### src/rtl/qslerp_pkg.sv
`timescale 1ns / 1ps
// ----------------------------------------------------------------------------
// qslerp_pkg
// Shared constants for the quaternion slerp pipeline: field widths, fixed-point
// constants in Q.30 and the arc tangent table of the CORDIC cells.
// ----------------------------------------------------------------------------
package qslerp_pkg;

   localparam int COMPONENT_WIDTH_DEF = 16;
   localparam int CORDIC_STAGES_DEF   = 16;

   localparam int BLEND_W  = 17;
   localparam logic [BLEND_W-1:0] BLEND_ONE = 17'h10000;

   // square root of a Q.60 value: 31 root bits, 62-bit remainder
   localparam int ROOT_W     = 31;
   localparam int REM_W      = 62;
   localparam int SQRT_STEPS = 31;

   // cordic datapath widths
   localparam int XY_W  = 40;
   localparam int ZV_W  = 40;
   localparam int ZR_W  = 52;
   localparam int ANG_W = 34;

   // divider remainder width
   localparam int DREM_W = 32;

   localparam logic [63:0] HALF_PI_Q30  = 64'd1686629713;
   localparam logic [63:0] PI_Q30       = 64'd3373259426;
   localparam logic [63:0] INV_GAIN_Q30 = 64'd652032874;

   localparam logic [31:0] ATAN_TAB [32] = '{
      32'd843314856, 32'd497837829, 32'd263043836, 32'd133525158,
      32'd67021686,  32'd33543515,  32'd16775850,  32'd8388437,
      32'd4194282,   32'd2097149,   32'd1048575,   32'd524287,
      32'd262143,    32'd131071,    32'd65535,     32'd32767,
      32'd16383,     32'd8191,      32'd4095,      32'd2047,
      32'd1023,      32'd511,       32'd255,       32'd127,
      32'd63,        32'd31,        32'd15,        32'd7,
      32'd3,         32'd1,         32'd0,         32'd0
   };

endpackage

### src/rtl/qslerp_div_cell.sv
`timescale 1ns / 1ps
// ----------------------------------------------------------------------------
// qslerp_div_cell
// One quotient bit of a restoring divider, plus a side bus.
// ----------------------------------------------------------------------------
module qslerp_div_cell #(
   parameter int NW = 49,
   parameter int SW = 1
) (
   input  logic                                clock,
   input  logic                                en,
   input  logic [qslerp_pkg::DREM_W-1:0]       rem_in,
   input  logic [NW-1:0]                       num_in,
   input  logic [qslerp_pkg::ROOT_W-1:0]       den_in,
   input  logic [SW-1:0]                       side_in,
   output logic [qslerp_pkg::DREM_W-1:0]       rem_out,
   output logic [NW-1:0]                       num_out,
   output logic [qslerp_pkg::ROOT_W-1:0]       den_out,
   output logic [SW-1:0]                       side_out
);
   localparam int DW = qslerp_pkg::DREM_W;

   logic [DW-1:0]                   rem2;
   logic                            take;
   logic [DW-1:0]                   rem_ff;
   logic [NW-1:0]                   num_ff;
   logic [qslerp_pkg::ROOT_W-1:0]   den_ff;
   logic [SW-1:0]                   side_ff;

   always_comb begin
      rem2 = {rem_in[DW-2:0], num_in[NW-1]};
      take = (rem2 >= DW'(den_in));
   end

   always_ff @(posedge clock) begin
      if (en) begin
         rem_ff  <= take ? (rem2 - DW'(den_in)) : rem2;
         num_ff  <= {num_in[NW-2:0], take};
         den_ff  <= den_in;
         side_ff <= side_in;
      end
   end

   assign rem_out  = rem_ff;
   assign num_out  = num_ff;
   assign den_out  = den_ff;
   assign side_out = side_ff;
endmodule

### config.mk
export PLATFORM = sky130hd
export DESIGN_NAME = qslerp_div_cell
export DESIGN_NICKNAME = d
export VERILOG_FILES = /design/src/rtl/qslerp_pkg.sv /design/src/rtl/qslerp_div_cell.sv
export SDC_FILE = /design/constraint.sdc
export NUM_CORES = 1
export LEC_CHECK = 0
export CAP_MARGIN = 20
export CORE_MARGIN = 1
export CORE_UTILIZATION = 28
export DETAILED_ROUTE_END_ITERATION = 7
export DONT_BUFFER_PORTS = 1
export GPL_TIMING_DRIVEN = 0
export SLEW_MARGIN = 20
export SYNTH_ARGS = -nofsm -noshare
export SYNTH_HDL_FRONTEND = slang
export SYNTH_SLANG_ARGS = --single-unit
### constraint.sdc
create_clock -name clock -period 5.6 [get_ports clock]
set_input_delay 0.28 -clock clock [delete_from_list [all_inputs] [get_ports clock]]
set_output_delay 0.28 -clock clock [all_outputs]
set_load 0.005 [all_outputs]
==> impl_summary.txt, run 1 <==
----------------------------------------------------
[Outcome]
  Result of the run ... completed

[Synth]
  Post-synthesis xor/xnor area fraction ... roughly 3.8%
  Post-synthesis compound-gate area fraction ... about 16%
  Portion of netlist area occupied by mux cells ... 0.379%
  Synthesized area per cell ... approximately 12 µm²
  Area of the mapped netlist ... 0.00594 mm²
  Post-synthesis share of cell area spent on and, or, nand and nor gates ... 11.5%
  Largest family of logic cells by synthesized area ... compound AO/OA/AOI/OAI gates
  Main flop type after synthesis ... sky130_fd_sc_hd__edfxtp_1
  Post-synthesis net count ... 627
  Cell count after synthesis ... 480
  Share of the synthesized area in the top cell type ... 57.1%
  Async set or reset register ratio after synthesis ... 0%
  Fraction of the mapped netlist area in adder cells ... under 10%
  Yosys synthesis warning count ... 0
  Number of flops mapped to enable cells by yosys ... 113
  Part of the Yosys area used for sequential elements ... a little under three fifths
  Number of different library cells in the post-synthesis netlist ... 58
  Top cell type by total area after synthesis ... sky130_fd_sc_hd__edfxtp_1
  Synth Register Bits ... 113
  Largest cells by area after synthesis ... sky130_fd_sc_hd__edfxtp_1 57%, sky130_fd_sc_hd__ha_1 6.5%, sky130_fd_sc_hd__o21ai_2 4.1%, sky130_fd_sc_hd__nand2_2 2.9%, sky130_fd_sc_hd__a21oi_1 2.5%

[Global routing]
  Global-route wire length before repair ... between 20 and 30 mm
  Combined global-route utilization of all metal layers ... ~16%
  Maximum number of pins on one net before global-route repair ... 74
  Via count of the first global-routing pass ... 4391
  Overflow left after global routing ... 0
  Number of antenna violations at the first check in global routing ... 0

[Floorplanning]
  Overall die area ... 0.0218 mm²
  Total core area ... roughly 0.020 mm²
  I/O pin count ... about 230
  Initial core utilization ... around 29%
  Row count ... 52
  Die height ... 148 µm
  Die X-Extent ... 148 µm

[STA]
  Fmax achieved ... 371 MHz
  Unrepaired setup endpoints after global routing ... no
  Number of setup violations in the final report ... 0
  Tightest slew margin relative to the limit ... 58.5%
  Final Max Slew Viols ... 0
  Post-route minimum period ... ~2.7 ns
  Final critical-path setup slack ... 2.91 ns
  Transition time at the pin with the least slew margin ... approximately 0.61 ns
  Setup Total Neg Slack ... 0 ns
  Hold violation count in the final report ... 0
  Worst slack on hold paths ... 0.0389 ns
  Crit share post-route ... 48.1%

[Clock tree]
  CTS tree ... yes
  H-tree lvl count ... 4
  Clock Sinks ... 113
  Root buffer cell ... sky130_fd_sc_hd__clkbuf_16
  Number of setup buffers added after CTS ... 0
  Num CTS Buffers ... 17
  Clock-pin slew on the worst setup and hold paths ... ~0.060 ns
  Maximum clock path buffer count ... 2
  Number of gates given a new drive strength after cts ... 0

[Critical path]
  Maximum fanout encountered on the critical timing path ... 4
  Data required time of the critical path ... 5.76 ns
  Critical path endpoint category ... flip-flop
  Data arrival time of the critical path ... roughly 2.9 ns
  Kind of critical path ... input port to flip-flop
  Worst Setup Start Kind ... input port

[Power]
  Worst IR drop on VDD ... between 150 and 200 µV
  Power density cells ... 331 mW/mm²
  Static Leak ... 2.88 nW
  Post-route total power ... 2.55 mW

[Place]
  # port buffers ... 0
  Pre-CTS setup slack ... 2.39 ns
  Placed standard-cell area ... 0.00628 mm²
  Number of placed instances, taps included ... 750
  Global placement routability congestion ... 0.770
  Half-perimeter wire length of the detailed placement result ... 12.4 mm

[Drt]
  Total number of vias ... 4157
  Per-cell routed wire length ... 19.4 µm
  Number of violations reported at the end of detailed-routing iteration 0 ... between 150 and 200
  Antenna violation net count after detailed routing ... 0
  DRT Wirelength ... 16.8 mm
  Residual DRC ... 0
  Post-DR vias/cell ... just under 5
  Pre-Repair DR Iteration Count ... 4

[Job]
  Count of max-cap constraint violations ... 0

[Layout]
  Filler cell count in the final layout ... 2051
  Fraction of final layout cells with drive strength greater than 1 ... a little under a fifth
  Area of all placed cells without fillers ... 0.00770 mm²
  Share of the core filled with cells ... between 30% and 40%
  Final net count ... 728
  Most common cell after layout, fill and taps aside ... sky130_fd_sc_hd__edfxtp_1
  Leading cell types in the layout, fill and taps excluded ... 113 x sky130_fd_sc_hd__edfxtp_1, 80 x sky130_fd_sc_hd__dlygate4sd3_1, 38 x sky130_fd_sc_hd__inv_1
  Synthesis-to-layout area growth ... 29.7%
  Post-route non-filler standard cell count ... 864
  Antenna cell count ... 0

[Worst hold path]
  Classification of the worst-slack hold path ... input port to flip-flop

----------------------------------------------------
## per-layer routing
layer | GRT usage [%] | share of wire, % | vias up | routed length, µm
met4 | 4.48 | 0.88 | 0 | 148
li1 | - | - | 1983 | -
met2 | 26.3 | 49 | 169 | 8140
met1 | 19.3 | 43 | 1994 | 7260
met3 | 4.63 | 7.3 | 11 | 1220
met5 | 0 | 0 | - | 0
## registers in the layout, indices dropped and copies added, names as in the netlist
signal    count
rem_out      32
den_out      31
side_out      1
num_out      49
## cells in the mapped netlist, types with 6 or more instances
library cell,instances
sky130_fd_sc_hd__o21ai_1,6
sky130_fd_sc_hd__o21ai_0,15
sky130_fd_sc_hd__nand2_2,28
sky130_fd_sc_hd__nor2b_1,6
sky130_fd_sc_hd__xor2_1,9
sky130_fd_sc_hd__nand3_1,10
sky130_fd_sc_hd__inv_1,38
sky130_fd_sc_hd__a21o_1,7
sky130_fd_sc_hd__nor3_1,7
sky130_fd_sc_hd__a21oi_1,30
sky130_fd_sc_hd__nor2_1,22
sky130_fd_sc_hd__edfxtp_1,113
sky130_fd_sc_hd__nand4_1,7
sky130_fd_sc_hd__and3_1,7
sky130_fd_sc_hd__ha_1,31
sky130_fd_sc_hd__o21ai_2,28
sky130_fd_sc_hd__nand2_1,27
sky130_fd_sc_hd__xnor2_1,17
## power breakdown
group          switching [mW]  internal [mW]
Clock                   0.434          0.624
Combinational           0.230          0.178
Sequential             0.0465           1.04
## cell families (layout without fill, tap and decap cells)
logic type / Yosys count / count (layout)
simple gates: 129 / 129
compound gates: 124 / 124
flops: 113 / 113
buf+inv: 54 / 168
fa+ha+maj: 32 / 32
xor+xnor: 26 / 26
mux: 2 / 2
## worst max-delay path, cell delays in order
cell and delay [ns]:
sky130_fd_sc_hd__inv_1 0.02, sky130_fd_sc_hd__ha_1 0.22, sky130_fd_sc_hd__fa_1 0.40, sky130_fd_sc_hd__nand2b_1 0.20, sky130_fd_sc_hd__a21oi_2 0.21, sky130_fd_sc_hd__o2111ai_1 0.23
sky130_fd_sc_hd__nand3_1 0.24, sky130_fd_sc_hd__nand2_1 0.15, sky130_fd_sc_hd__o41ai_1 0.60, sky130_fd_sc_hd__xnor2_1 0.22, sky130_fd_sc_hd__o21ai_2 0.07
## what timing repair did
action,in CTS,in global routing
hold buffers,82,0
setup endpoints to repair,0,0
hold endpoints to repair,153,0
## path summary, 6_finish.rpt
kind | start | end | slack, ns | cells past startpoint
setup / recovery | num_in[48] | rem_out[26]$_DFFE_PP_ | 2.91 | 11
hold / removal | rem_in[4] | rem_out[5]$_DFFE_PP_ | 0.04 | 2
## cell type report
type / count / area (µm²) / area share, %
buffer: 15 / 136 / 1.77
clock buffer: 17 / 425 / 5.52
clock inverter: 15 / 151 / 1.97
inverter: 39 / 146 / 1.90
multi-input combinational: 313 / 2260 / 29.4
sequential: 113 / 3390 / 44.1
tap: 270 / 338 / 4.39
timing repair buffer: 82 / 848 / 11.0
(Power assumes the default switching activity.)
==> run 2: changes to the inputs <==
--- a/config.mk
+++ b/config.mk
@@ -5,6 +5,7 @@
 export SDC_FILE = /design/constraint.sdc
 export NUM_CORES = 1
 export LEC_CHECK = 0
+export ABC_AREA = 1
 export CAP_MARGIN = 20
 export CORE_MARGIN = 1
 export CORE_UTILIZATION = 28
==> constraint.sdc (replaced) <==
create_clock -name clock -period 2.36 [get_ports clock]
set_input_delay 0.118 -clock clock [delete_from_list [all_inputs] [get_ports clock]]
set_output_delay 0.118 -clock clock [all_outputs]
set_load 0.005 [all_outputs]
==> impl_summary.txt, run 2 <==
----------------------------------------------------
[Outcome]
  Result of the run ... finished, violations left (was completed)
  Failing checks ... negative hold slack

[Layout]
  Fraction of final layout cells with drive strength greater than 1 ... 5.79% (was 19.2%)
  Max FFs per register ... 49 (unchanged)
  Share of the core filled with cells ... 38.0% (was 37.6%)
  Final net count ... 1049 (was 728)
  Most common cell after layout, fill and taps aside ... sky130_fd_sc_hd__nand2_1 (was sky130_fd_sc_hd__edfxtp_1)
  Post-route non-filler standard cell count ... 1200 (was 864)
  Synthesis-to-layout area growth ... 33.3% (was 29.7%)
  Antenna cell count ... 0 (unchanged)
  Leading cell types in the layout, fill and taps excluded ... 305 x sky130_fd_sc_hd__nand2_1, 161 x sky130_fd_sc_hd__inv_1, 113 x sky130_fd_sc_hd__edfxtp_1 (was 113 x sky130_fd_sc_hd__edfxtp_1, 80 x sky130_fd_sc_hd__dlygate4sd3_1, 38 x sky130_fd_sc_hd__inv_1)

[Synth]
  Async set or reset register ratio after synthesis ... 0% (unchanged)
  Largest cells by area after synthesis ... sky130_fd_sc_hd__edfxtp_1 53%, sky130_fd_sc_hd__nand2_1 18%, sky130_fd_sc_hd__inv_1 9.4%, sky130_fd_sc_hd__ha_1 6.0%, sky130_fd_sc_hd__nand3_1 3.3% (was sky130_fd_sc_hd__edfxtp_1 57%, sky130_fd_sc_hd__ha_1 6.5%, sky130_fd_sc_hd__o21ai_2 4.1%, sky130_fd_sc_hd__nand2_2 2.9%, sky130_fd_sc_hd__a21oi_1 2.5%)
  Synthesized area per cell ... 8.37 µm² (was 12.4 µm²)
  Post-synthesis net count ... 919 (was 627)
  Top cell type by total area after synthesis ... sky130_fd_sc_hd__edfxtp_1 (unchanged)
  Part of the Yosys area used for sequential elements ... 52.5% (was 57.1%)
  Share of the synthesized area in the top cell type ... 52.5% (was 57.1%)
  Area of the mapped netlist ... 0.00646 mm² (was 0.00594 mm²)
  Yosys synthesis warning count ... 0 (unchanged)
  Most repeated cell in the gate-level netlist after synthesis ... sky130_fd_sc_hd__nand2_1 (was sky130_fd_sc_hd__edfxtp_1)
  Cell count after synthesis ... 772 (was 480)
  Number of flops mapped to enable cells by yosys ... 113 (unchanged)
  Ranking of synthesized cells by instance count ... 305 x sky130_fd_sc_hd__nand2_1, 161 x sky130_fd_sc_hd__inv_1, 113 x sky130_fd_sc_hd__edfxtp_1, 43 x sky130_fd_sc_hd__nand3_1, 41 x sky130_fd_sc_hd__nor2_1 (was 113 x sky130_fd_sc_hd__edfxtp_1, 38 x sky130_fd_sc_hd__inv_1, 31 x sky130_fd_sc_hd__ha_1, 30 x sky130_fd_sc_hd__a21oi_1)
  Main flop type after synthesis ... sky130_fd_sc_hd__edfxtp_1 (unchanged)
  Synth Register Bits ... 113 (unchanged)
  Number of different library cells in the post-synthesis netlist ... 26 (was 58)

[Critical path]
  Kind of critical path ... input port to flip-flop (unchanged)
  Critical path's largest stage delay ... 0.38 ns (was 0.60 ns)
  Data required time of the critical path ... 2.52 ns (was 5.76 ns)
  Critical path endpoint category ... flip-flop (unchanged)
  Largest delay contributor family on the critical path ... simple AND/OR/NAND/NOR gates (was compound AO/OA/AOI/OAI gates)
  Data arrival time of the critical path ... 2.02 ns (was 2.85 ns)
  Worst Setup Start Kind ... input port (unchanged)
  CP Cell Sequence ... inv_1, ha_1, fa_1, inv_1, nand2_1, nand2_1, nand3_1, nand2_1, nand2_1, nand3_1, nand2_2, nand2_4, inv_4, buf_6, nand2_1, nand2_1 (was inv_1, ha_1, fa_1, nand2b_1, a21oi_2, o2111ai_1, nand3_1, nand2_1, o41ai_1, xnor2_1, o21ai_2)
  Maximum fanout encountered on the critical timing path ... 10 (was 4)
  CP most frequent cell ... sky130_fd_sc_hd__nand2_1
  Buf+Inv Stages, Crit Path ... 4 (was 1)
  Crit-path slowest cell ... sky130_fd_sc_hd__fa_1 (was sky130_fd_sc_hd__o41ai_1)

[Clock tree]
  Number of setup buffers added after CTS ... 0 (unchanged)
  H-tree lvl count ... 4 (unchanged)
  Number of gates given a new drive strength after cts ... 0 (unchanged)
  CTS tree ... yes (unchanged)
  Num CTS Buffers ... 17 (unchanged)
  Maximum clock path buffer count ... 2 (unchanged)
  Clock-pin slew on the worst setup and hold paths ... 0.06 ns (about the same)
  Clock Sinks ... 113 (unchanged)
  Root buffer cell ... sky130_fd_sc_hd__clkbuf_16 (unchanged)
  Number of buffers added to fix hold violations after cts ... 111 (was 82)

[Drt]
  Pre-Repair DR Iteration Count ... 5 (was 4)
  Number of violations reported at the end of detailed-routing iteration 0 ... 318 (was 165)
  Per-cell routed wire length ... 16.3 µm (was 19.4 µm)
  Total number of vias ... 5260 (was 4157)
  Antenna violation net count after detailed routing ... 0 (unchanged)
  Post-DR vias/cell ... 4.38 (was 4.81)
  Residual DRC ... 0 (unchanged)
  DRT Wirelength ... 19.5 mm (was 16.8 mm)

[Power]
  Static Leak ... 4.10 nW (was 2.88 nW)
  Worst IR drop on VDD ... 361 µV (was 152 µV)
  Power density cells ... 763 mW/mm² (was 331 mW/mm²)

[STA]
  Post-route minimum period ... 1.86 ns
  Final critical-path setup slack ... 0.498 ns (was 2.91 ns)
  Final Max Slew Viols ... 0 (unchanged)
  Tightest slew margin relative to the limit ... 66.9% (was 58.5%)
  Crit share post-route ... roughly four fifths
  Number of setup violations in the final report ... 0 (unchanged)
  Fmax achieved ... about 540 MHz
  Setup Total Neg Slack ... 0 ns (unchanged)
  Hold violation count in the final report ... 113 (was 0)
  Worst slack on hold paths ... -0.190 ns (was 0.0389 ns)
  Unrepaired setup endpoints after global routing ... no (unchanged)
  Transition time at the pin with the least slew margin ... 0.493 ns (was 0.614 ns)

[Floorplanning]
  Initial core utilization ... 28.5% (was 29.0%)
  I/O pin count ... 228 (unchanged)
  Die height ... 154 µm (was 148 µm)
  Overall die area ... 0.0237 mm² (was 0.0218 mm²)
  Row count ... 55 (was 52)
  Total core area ... 0.0226 mm² (was 0.0205 mm²)
  Die X-Extent ... 154 µm (was 148 µm)

[Global routing]
  Global-route wire length before repair ... 29.6 mm (was 25.3 mm)
  Via count of the first global-routing pass ... 5295 (was 4391)
  Overflow left after global routing ... 0 (unchanged)
  Number of antenna violations at the first check in global routing ... 0 (unchanged)
  Maximum number of pins on one net before global-route repair ... 114 (was 74)
  Combined global-route utilization of all metal layers ... 16.9% (was 15.6%)

[Place]
  Number of placed instances, taps included ... 1057 (was 750)
  Global placement routability congestion ... 0.835 (was 0.770)
  # port buffers ... 0 (unchanged)
  Pre-CTS setup slack ... 0.0879 ns (was 2.39 ns)
  Half-perimeter wire length of the detailed placement result ... 14.2 mm (was 12.4 mm)

[Job]
  Count of max-cap constraint violations ... 0 (unchanged)

[Worst hold path]
  Classification of the worst-slack hold path ... input port to flip-flop (unchanged)

----------------------------------------------------
[run 2: cell types whose count changed after synthesis, moves of 10 or more]
cell / delta
sky130_fd_sc_hd__nand2_1: +278
sky130_fd_sc_hd__nor2_1: +19
sky130_fd_sc_hd__o21ai_2: -28
sky130_fd_sc_hd__nand2_2: -24
sky130_fd_sc_hd__o21ai_0: -10
sky130_fd_sc_hd__inv_1: +123
sky130_fd_sc_hd__a21oi_1: -14
sky130_fd_sc_hd__nand3_1: +33
sky130_fd_sc_hd__xnor2_1: -17
[run 2: final timing paths]
path,startpoint,cells after the start,slack [ns],endpoint
worst max-delay path,num_in[48],16,0.50,rem_out[30]$_DFFE_PP_
worst min-delay path,en,0,-0.19,num_out[1]$_DFFE_PP_
[run 2: metrics by stage]
stage | power [mW] | cell area (µm²) | hold slack, ns
floorplan | 3.18 | 6460 | 0.217
global placement | 3.43 | 6820 | 0.217
detailed placement | 3.43 | 6820 | 0.217
CTS | 6.64 | 8610 | -0.200
global route | 6.87 | 8610 | -0.212
finish | 6.57 | 8610 | -0.190
[run 2: layer usage]
layer,GRT usage (%),vias up,share of wire (%)
met5,0,-,0
met2,28.2,194,46
li1,-,2674,-
met1,21.0,2373,46
met3,4.96,19,5.9
met4,5.38,0,1.6
[run 2: kinds of logic after synthesis]
group	count (synthesis)	synth area share, %
and+or+nand+nor	419	26.7
xor gates and xnor gates	14	1.90
buffers and inverters	170	10.6
AOI/OAI and AO/OA	24	1.99
DFF	113	52.5
adders and majority gates	32	6.31
[run 2: layout make-up]
type                    instances  area [µm²]
flip-flops and latches        113        3390
clock inverters                14         253
well taps                     285         357
multi-input cells             489        2380
inverters                     164         618
repair buffers                111        1110
plain buffers                   6        67.6
fillers                      2257       14000
clock buffers                  18         429
[run 2: report_power, final]
| part | leakage [nW] | switching [mW] | internal [mW] |
|---|---|---|---|
| logic | 2.67 | 0.573 | 0.397 |
| registers | 1.11 | 0.111 | 2.46 |
| clock network | 0.331 | 1.03 | 2.00 |
==> run 3: changes to the inputs <==
==> constraint.sdc (replaced) <==
create_clock -name clock -period 1.9 [get_ports clock]
set_input_delay 0.095 -clock clock [delete_from_list [all_inputs] [get_ports clock]]
set_output_delay 0.095 -clock clock [all_outputs]
set_load 0.005 [all_outputs]
==> impl_summary.txt, run 3 (synthesized netlist as in run 2, its figures left out) <==
----------------------------------------------------
[Critical path]
  Critical path's largest stage delay ... 0.39 ns (was 0.38 ns)
  Data arrival time of the critical path ... 1.93 ns (was 2.02 ns)
  CP most frequent cell ... sky130_fd_sc_hd__nand2_1 (unchanged)
  Critical path endpoint category ... flip-flop (unchanged)
  CP Cell Sequence ... inv_1, ha_1, fa_1, inv_2, nand2_1, nand2_1, and2_1, nand2_1, nand3_1, nand2_1, nand2_1, nand2_1, nand3_1, nand2_1 (was inv_1, ha_1, fa_1, inv_1, nand2_1, nand2_1, nand3_1, nand2_1, nand2_1, nand3_1, nand2_2, nand2_4, inv_4, buf_6, nand2_1, nand2_1)
  Kind of critical path ... input port to flip-flop (unchanged)
  Crit-path slowest cell ... sky130_fd_sc_hd__fa_1 (unchanged)
  Data required time of the critical path ... 2.07 ns (was 2.52 ns)
  Maximum fanout encountered on the critical timing path ... 4 (was 10)
  Worst Setup Start Kind ... input port (unchanged)

[Power]
  Static Leak ... 4.12 nW (was 4.10 nW)
  Power density cells ... 944 mW/mm² (was 763 mW/mm²)
  Worst IR drop on VDD ... 451 µV (was 361 µV)
  Post-route total power ... 8.16 mW (was 6.57 mW)

[Global routing]
  Met1 track demand over resource in global routing ... 21.0% (about the same)
  Via count of the first global-routing pass ... 5302 (was 5295)
  Combined global-route utilization of all metal layers ... 16.9% (about the same)
  GR Util met3 ... 4.96% (unchanged)
  Global route hottest layer ... met2 (unchanged)
  Number of antenna violations at the first check in global routing ... 0 (unchanged)
  Met2 Track Usage GR ... 28.2% (about the same)
  Maximum number of pins on one net before global-route repair ... 114 (unchanged)
  Global-route wire length before repair ... 29.7 mm (was 29.6 mm)
  Overflow left after global routing ... 0 (unchanged)

[Drt]
  DRT Wirelength ... 19.6 mm (was 19.5 mm)
  Post-DR vias/cell ... 4.34 (was 4.38)
  Number of violations reported at the end of detailed-routing iteration 0 ... 314 (was 318)
  Pre-Repair DR Iteration Count ... 5 (unchanged)
  Residual DRC ... 0 (unchanged)
  Antenna violation net count after detailed routing ... 0 (unchanged)
  Total number of vias ... 5224 (was 5260)
  Per-cell routed wire length ... 16.3 µm (about the same)

[Floorplanning]
  Initial core utilization ... 28.5% (unchanged)
  Total core area ... 0.0226 mm² (unchanged)
  Overall die area ... 0.0237 mm² (unchanged)
  Die height ... 154 µm (unchanged)
  Row count ... 55 (unchanged)
  I/O pin count ... 228 (unchanged)
  Die X-Extent ... 154 µm (unchanged)

[STA]
  Crit share post-route ... 92.6%
  Transition time at the pin with the least slew margin ... 0.430 ns (was 0.493 ns)
  Fmax achieved ... 569 MHz
  Number of setup violations in the final report ... 0 (unchanged)
  Tightest slew margin relative to the limit ... 71.1% (was 66.9%)
  Final Max Slew Viols ... 0 (unchanged)
  Post-route minimum period ... 1.76 ns
  Unrepaired setup endpoints after global routing ... no (unchanged)
  Worst slack on hold paths ... -0.212 ns (was -0.190 ns)
  Hold violation count in the final report ... 113 (unchanged)

[Outcome]
  Failing checks ... negative hold slack (unchanged)
  Result of the run ... finished, violations left (unchanged)

[Place]
  Number of placed instances, taps included ... 1057 (unchanged)
  Global placement routability congestion ... 0.835 (unchanged)
  Half-perimeter wire length of the detailed placement result ... 14.2 mm (unchanged)
  # port buffers ... 0 (unchanged)

[Layout]
  Filler cell count in the final layout ... 2256 (was 2257)
  Post-route non-filler standard cell count ... 1204 (was 1200)
  Synthesis-to-layout area growth ... 33.8% (was 33.3%)
  Final net count ... 1053 (was 1049)
  Max FFs per register ... 49 (unchanged)
  Leading cell types in the layout, fill and taps excluded ... 304 x sky130_fd_sc_hd__nand2_1, 160 x sky130_fd_sc_hd__inv_1, 113 x sky130_fd_sc_hd__edfxtp_1 (was 305 x sky130_fd_sc_hd__nand2_1, 161 x sky130_fd_sc_hd__inv_1, 113 x sky130_fd_sc_hd__edfxtp_1)
  Fraction of final layout cells with drive strength greater than 1 ... 6.31% (was 5.79%)
  Antenna cell count ... 0 (unchanged)
  Most common cell after layout, fill and taps aside ... sky130_fd_sc_hd__nand2_1 (unchanged)

[Worst hold path]
  Classification of the worst-slack hold path ... input port to flip-flop (unchanged)

[Clock tree]
  Maximum clock path buffer count ... 2 (unchanged)
  Clock Sinks ... 113 (unchanged)
  Root buffer cell ... sky130_fd_sc_hd__clkbuf_16 (unchanged)
  CTS tree ... yes (unchanged)
  H-tree lvl count ... 4 (unchanged)
  Clock-pin slew on the worst setup and hold paths ... 0.06 ns (about the same)
  Number of buffers added to fix hold violations after cts ... 112 (was 111)
  Num CTS Buffers ... 17 (unchanged)

[Job]
  Count of max-cap constraint violations ... 0 (unchanged)

----------------------------------------------------
## run 3: cell count changes in the layout (fill, tap and decap cells not counted)
cell,delta
sky130_fd_sc_hd__buf_4,+3
sky130_fd_sc_hd__dlygate4sd3_1,+1
sky130_fd_sc_hd__inv_1,-1
sky130_fd_sc_hd__inv_2,+1
sky130_fd_sc_hd__nand2_1,-1
sky130_fd_sc_hd__nand2_2,+1
## run 3: critical path: cells and delay by family
kind	cells	cell delay [ns]
and+or+nand+nor	10	1.07
adders and majority gates	2	0.62
buffers and inverters	2	0.13
## run 3: path summary, 6_finish.rpt
path / end / slack [ns] / depth (start not counted) / startpoint
setup / recovery: rem_out[28]$_DFFE_PP_ / 0.14 / 14 / num_in[48]
hold / removal: num_out[1]$_DFFE_PP_ / -0.21 / 0 / en
## run 3: cell type report
type	count	area [µm²]	area share, %
flip-flops and latches	113	3390	39.3
multi-input cells	489	2380	27.6
repair buffers	115	1140	13.2
inverters	164	618	7.15
clock buffers	18	429	4.96
well taps	285	357	4.13
clock inverters	14	253	2.92
plain buffers	6	67.6	0.782
## run 3: per-stage QoR
| step | area (µm²) | utilization [%] | setup TNS [ns] | worst slack (ns) |
|---|---|---|---|---|
| final | 8640 | 38.2 | 0 | 0.141 |
| after global routing | 8640 | 38.2 | 0 | 0.0120 |
| after CTS | 8620 | 38.1 | 0 | 0.0757 |
| after detailed placement | 6820 | 30.1 | -9.86 | -0.349 |
| after global placement | 6820 | 30.1 | -9.16 | -0.331 |
| after floorplan | 6460 | - | 0 | 0.0147 |
## run 3: power breakdown
group	leakage (nW)	total, mW	switching, mW	internal [mW]
Clock	0.331	3.75	1.27	2.49
Combinational	2.68	1.22	0.714	0.502
Sequential	1.11	3.19	0.138	3.06
Total	4.12	8.16	2.12	6.05
## run 3: layer usage
layer / wire [µm] / part of all wire, % / up-vias
li1: - / - / 2678
met1: 9000 / 46 / 2352
met2: 9220 / 47 / 181
met3: 1120 / 5.7 / 13
met4: 256 / 1.3 / 0
met5: 0 / 0 / -
## run 3: timing repair
item / 4_1_cts / 5_1_grt
setup endpoints to repair: 0 / 29
gates resized for setup: 0 / 2
buffers inserted: 0 / 3
hold endpoints to repair: 225 / 113
